[src/rtl/core/arp_ram.sv]
// Generic single-write, single-read RAM with registered read data.
`default_nettype none
module arp_ram #(
    parameter int WIDTH = 8,
    parameter int DEPTH = 16
) (
    input  wire logic                                   i_clk,
    input  wire logic                                   i_we,
    input  wire logic [((DEPTH > 1) ? $clog2(DEPTH) : 1)-1:0] i_waddr,
    input  wire logic [WIDTH-1:0]                       i_wdata,
    input  wire logic [((DEPTH > 1) ? $clog2(DEPTH) : 1)-1:0] i_raddr,
    output logic      [WIDTH-1:0]                       o_rdata
);

    logic [WIDTH-1:0] r_mem [DEPTH];

    always_ff @(posedge i_clk) begin
        if (i_we) begin
            r_mem[i_waddr] <= i_wdata;
        end
        o_rdata <= r_mem[i_raddr];
    end

endmodule
`default_nettype wire

[config.mk]
export PLATFORM = sky130hd
export DESIGN_NAME = arp_ram
export DESIGN_NICKNAME = d
export VERILOG_FILES = /design/src/rtl/core/arp_ram.sv
export SDC_FILE = /design/constraint.sdc
export NUM_CORES = 1
export LEC_CHECK = 0
export BUFFER_PORTS_ARGS = -buffer_cell sky130_fd_sc_hd__buf_2
export CAP_MARGIN = 20
export CORE_AREA = 2 2 134 136
export DETAILED_ROUTE_END_ITERATION = 6
export DIE_AREA = 0 0 136 138
export SLEW_MARGIN = 20
export SYNTH_ARGS = -nofsm -noshare
export SYNTH_HDL_FRONTEND = slang
export SYNTH_SLANG_ARGS = --single-unit
[constraint.sdc]
create_clock -name i_clk -period 1.92 [get_ports i_clk]
set_clock_uncertainty 0.15 [all_clocks]
set_input_delay 0.384 -clock i_clk [delete_from_list [all_inputs] [get_ports i_clk]]
set_output_delay 0.384 -clock i_clk [all_outputs]
set_load 0.02 [all_outputs]
==> results of run 1 <==
[worst max path at each step]
stage                        endpoint  slack, ps  depth (start not counted)
after global routing       o_rdata[5]        300                          6
after CTS                  o_rdata[2]        370                          1
after detailed placement   o_rdata[5]        -70                          6
final                      o_rdata[5]        370                          6
after floorplan           r_mem[3][0]        120                          2
after global placement     o_rdata[5]        -70                          6
[through the flow]
step | util [%] | instance area (um2)
global route | 36.43 | 6387
floorplan | - | 5152
global placement | 32.95 | 5778
detailed placement | 32.95 | 5778
CTS | 36.43 | 6387
finish | 36.43 | 6387
[area by class of cell]
| type | count | area, um2 | area share (%) |
|---|---|---|---|
| sequential | 136 | 4004 | 62.68 |
| multi-input combinational | 83 | 1062 | 16.63 |
| clock buffer | 17 | 425.4 | 6.660 |
| timing repair buffer | 55 | 425.4 | 6.660 |
| tap | 229 | 286.5 | 4.486 |
| clock inverter | 15 | 183.9 | 2.880 |
[power breakdown]
group          internal (uW)  switching, uW  total, uW
Clock                   2150           1160       3310
Combinational            154            201        356
Sequential              3320           20.6       3340
[kinds of logic after synthesis]
group / after synthesis / share of synthesized area, %
DFF: 136 / 77.78
and+or+nand+nor: 35 / 3.184
muxes: 32 / 15.02
AOI/OAI and AO/OA: 16 / 2.334
buffers and inverters: 10 / 1.677
[cell usage after synthesis, drive strengths merged]
cell type        n
clkdlybuf4s25    3
or3b             1
a22oi           16
nand3            1
and2b            1
edfxtp         128
nor2b            1
nand2            9
and2             1
nor2            13
dfxtp            8
nor3             4
mux4            32
nand2b           2
buf              7
nand3b           2
[worst max-delay path: stages]
cell and delay, ps:
buf_2 150, buf_12 170, buf_12 120, mux4_1 530, a22oi_1 240, nand2_1 90
[placed cells by master, fill, tap and decap left out]
| cell | netlist | final |
|---|---|---|
| nand2_1 | 9 | 9 |
| clkinv_2 | 0 | 6 |
| mux4_1 | 14 | 14 |
| edfxtp_1 | 128 | 128 |
| nor2b_1 | 1 | 1 |
| a22oi_1 | 16 | 16 |
| or3b_2 | 1 | 1 |
| clkinv_1 | 0 | 2 |
| buf_4 | 1 | 24 |
| bufinv_16 | 0 | 4 |
| and2b_1 | 1 | 1 |
| buf_2 | 3 | 25 |
| clkinv_4 | 0 | 3 |
| clkbuf_16 | 0 | 17 |
| nand3_1 | 1 | 1 |
| mux4_2 | 18 | 18 |
| nand2b_1 | 2 | 2 |
| and2_1 | 1 | 1 |
| nand3b_1 | 2 | 2 |
| buf_12 | 0 | 6 |
| nor2_1 | 13 | 13 |
| nor3_2 | 0 | 1 |
| dfxtp_1 | 8 | 8 |
| nor3_1 | 4 | 3 |
[routing by layer]
metal  part of all wire (%)  vias up  wire [um]
li1                       -     1106          -
met1                     46     1271       4914
met2                     47       70       4998
met3                    5.3       16        562
met4                    1.8        0        197
met5                      0        -          0
[flip-flops by register name (all words and copies together), names as in the netlist]
name and count:
o_rdata 8, r_mem 128
==> flow_summary.toml, run 1 <==
[final_layout]
n_fill_cell = 1631
layout-drive-gt1-share_pct = 34.31
fin_nets = 311
final_cells = 535
area_growth_syn_to_layout_pct = 24.09
antenna_cells = 0

[critical_path]
cp-start-kind = "input port"
reg2reg_to = "o_rdata[6]"
timing_worst_setup_path_type = "in2reg"
worst_setup_path_end_kind = "flip-flop"
crit_start = "i_raddr[0]"
r2r_slack_ps = 420
crit_fanout = 11
reg2regPathDepth = 4
r2r_start = "r_mem[3][6]"
worstPathRequired_ps = 2070
arrival_ps = 1700

[timing]
setup_viol = 0
tightestPinTransition_ps = 969.9
setup_slack_ps = 373.5
min_period_ps = 1547
hold_violations = 0
whs_ps = 195.9
fmax_ghz = 0.6466
rsz0062_at_grt = "no"
setup_tns_ps = 0
max-slew-margin-rel_pct = 35.20
slew_viol_final = 0
timing.final.crit_share_pct = 80.55

[clocking]
path_clk_slew_ps = 60
cts-htree-levels = 4
cts.sinks = 136
cts-root-buf = "clkbuf_16"
clock_latency_ps = 420
cts_setup_buffers = 0
clk_path_buf_depth = 2
postCtsHoldBufs = 0
ctsResizeCount = 0
cts_buffers = 17
cts_tree = "built"

[worst_hold_path]
whs_path_depth = 1
holdCritPathClass = "in2reg"
min_from = "i_wdata[0]"
min_to = "r_mem[14][0]"

[logic_synthesis]
synth-seq-area-share_pct = 77.78
synth_seq_cells = 136
synth_top_area_share_pct = 74.67
syn_inst = 229
ys_warn_count = 0
ys_types = 19
syn_nets = 247
yosysTopAreaCell = "edfxtp_1"
synth_area_leaders = "edfxtp_1, mux4_2, mux4_1, dfxtp_1, a22oi_1"
syn_avg_cell_area_um2 = 22.48
synth_area_mm2 = 0.005147

[placed_design]
dpl.hpwl_um = 6891
dp_cells = 503
portBuffers = 25
post-place-ws_ps = -68.43
gp_congestion = 0.7438

[floorplan]
rows = 49
pin_count = 26
core_mm2 = 0.01753
dieHeight_um = 138
die_x_um = 136
die_area_mm2 = 0.01877
initial_core_util_pct = 29.36

[grt]
met1_usage_pct = 16.98
grt_max_degree = 33
groute.usage.overall_pct = 12.36
grt_pass1_wl_um = 16260
grt_pass1_vias = 2607
met3_usage_pct = 3.924
use_met2_pct = 18.17
grt_antenna_before_repair = 0
grt-busiest-layer = "met2"
grt-ovfl-total = 0

[pwr]
powerDensity_mw_per_mm2 = 1096
power_uw = 7004
irDropWorstVdd_mv = 0.6854
power_leakage_uw = 0.002185

[route]
ant_nets = 0
vias = 2463
dr.pass1.iters = 4
drtIter0Drc = 172
wl_um = 10670
avgViaCountPerCell = 4.604
wl_per_cell_um = 19.95
drc = 0

[run]
max_cap_violations = 0

[status]
outcome = "completed"
(Power assumes the default switching activity.)
==> run 2: changes to the inputs <==
==> constraint.sdc (replaced) <==
create_clock -name i_clk -period 1.4 [get_ports i_clk]
set_clock_uncertainty 0.15 [all_clocks]
set_input_delay 0.28 -clock i_clk [delete_from_list [all_inputs] [get_ports i_clk]]
set_output_delay 0.28 -clock i_clk [all_outputs]
set_load 0.02 [all_outputs]
==> run 2 against run 1 <==
  * The run now ends with negative setup slack left
  * Combinational power rose by 51%
  * Final area grew 2.4%
  * Register-to-register slack lost 450 ps
  * Wire length shrank 6.2%
  * Total power rose by 41%
  * Worst setup slack worse by 400 ps
  * Sequential share of layout area shrank 1.5 points
  * Die area stayed put
  * Non-clock buffer count is 2 higher
  * First-iteration DRC count up 92%
  * Flip-flop and latch count unchanged
  * Clock power grew 44%
  * Largest power group is now clock
==> flow_summary.toml, run 2 (synthesis results as in run 1) <==
[clocking]
cts_buffers = 17
cts.sinks = 136
clk_path_buf_depth = 2
cts-htree-levels = 4
cts-root-buf = "clkbuf_16"
clock_latency_ps = 400
cts_tree = "built"
path_clk_slew_ps = 60

[pwr]
power_leakage_uw = 0.002169
irDropWorstVdd_mv = 0.7455
powerDensity_mw_per_mm2 = 1513

[status]
violations = "negative setup slack"
outcome = "finished with violations"

[route]
avgViaCountPerCell = 4.494
wl_per_cell_um = 18.67
drtIter0Drc = 331
vias = 2409
ant_nets = 0
drc = 0
wl_um = 10010
dr.pass1.iters = 4

[timing]
setup_slack_ps = -29.35
tightestPinTransition_ps = 780.7
fmax_ghz = 0.6996
timing.final.crit_share_pct = 102.1
max-slew-margin-rel_pct = 47.85
slew_viol_final = 0
hold_violations = 0
setup_tns_ps = -42.65
rsz0062_at_grt = "yes"
setup_viol = 2
min_period_ps = 1429

[final_layout]
area_growth_syn_to_layout_pct = 27.05
fin_area_mm2 = 0.006540
n_fill_cell = 1598
final_cell_mix = "edfxtp_1, mux4_2, buf_2, buf_4, clkbuf_16"
largest_register_ffs = 128
regArea_mm2 = 0.004004
mostFrequentLayoutCell = "edfxtp_1"
top_register = "r_mem"
reg.largest.list = "r_mem (128), o_rdata (8)"
layout-drive-gt1-share_pct = 43.00
multiInputGateArea_mm2 = 0.001086
antenna_cells = 0
fin_nets = 313

[grt]
grt_pass1_vias = 2662
grt_max_degree = 17
grt_pass1_wl_um = 15770
grt_antenna_before_repair = 1
met1_usage_pct = 15.45
grt-ovfl-total = 0
groute.usage.overall_pct = 11.57
met3_usage_pct = 3.190
use_met2_pct = 18.17
grt-busiest-layer = "met2"

[floorplan]
core_mm2 = 0.01753
dieHeight_um = 138
die_area_mm2 = 0.01877
initial_core_util_pct = 29.36
die_x_um = 136
rows = 49
pin_count = 26

[placed_design]
gp_congestion = 0.7445
dpl.hpwl_um = 6799
portBuffers = 25
dpl_cell_area_mm2 = 0.005866

[critical_path]
cp-start-kind = "flip-flop"
worstPathRequired_ps = 1530
arrival_ps = 1560
crit_fanout = 1
timing_worst_setup_path_type = "reg2reg"
worst_setup_path_end_kind = "flip-flop"

[run]
max_cap_violations = 0

[worst_hold_path]
holdCritPathClass = "in2reg"
-- run 2: what timing repair did --
item	CTS	global route
endpoints found under the setup margin	6	9
hold endpoints to repair	0	0
resized for setup	8	1
buffers inserted	0	0
hold buffers	0	0
cloned	0	0
pin swaps	1	1
-- run 2: worst paths after layout --
check,from,endpoint,slack (ps),cells after the start
worst max-delay path,r_mem[3][6],o_rdata[6],-30,3
worst min-delay path,i_wdata[2],r_mem[14][2],120,1
worst max register to register,r_mem[3][6],o_rdata[6],-30,3
worst min register to register,r_mem[12][3],o_rdata[3],530,3
-- run 2: worst max-delay path, cell delays in order, from the launching register on --
cell,delay (ps)
edfxtp_1,380
mux4_2,500
a22oi_2,200
nand2_1,80
-- run 2: final cells by class --
cell class / count / area share (%)
Multi-Input combinational cell: 83 / 16.61
Clock buffer: 19 / 6.773
Clock inverter: 12 / 3.061
Tap cell: 229 / 4.381
Timing Repair Buffer: 57 / 7.959
Sequential cell: 136 / 61.22
-- run 2: report_power, final --
part / total [uW] / internal [uW] / leakage, uW / switching [uW]
combinational: 536 / 248 / 0.000638 / 287
clock: 4770 / 3200 / 0.000307 / 1580
sequential: 4590 / 4550 / 0.00122 / 32.0
-- run 2: metal layers --
metal  up-vias  share of wire, %
li1       1092                 -
met1      1260                44
met2        47                51
met3         8               3.8
met4         2              0.82
met5         -             0.070
-- run 2: metrics by stage --
stage	cells	hold slack, ps	utilization, %	setup WS (ps)	total power [uW]
global placement	505	509.6	33.45	-406.6	5187
finish	536	117.7	37.30	-29.35	9896
floorplan	229	228.9	-	-163.1	4950
CTS	536	102.8	37.28	-30.76	10000
global route	536	116.4	37.30	-69.97	10220
detailed placement	505	520.3	33.45	-412.3	5199
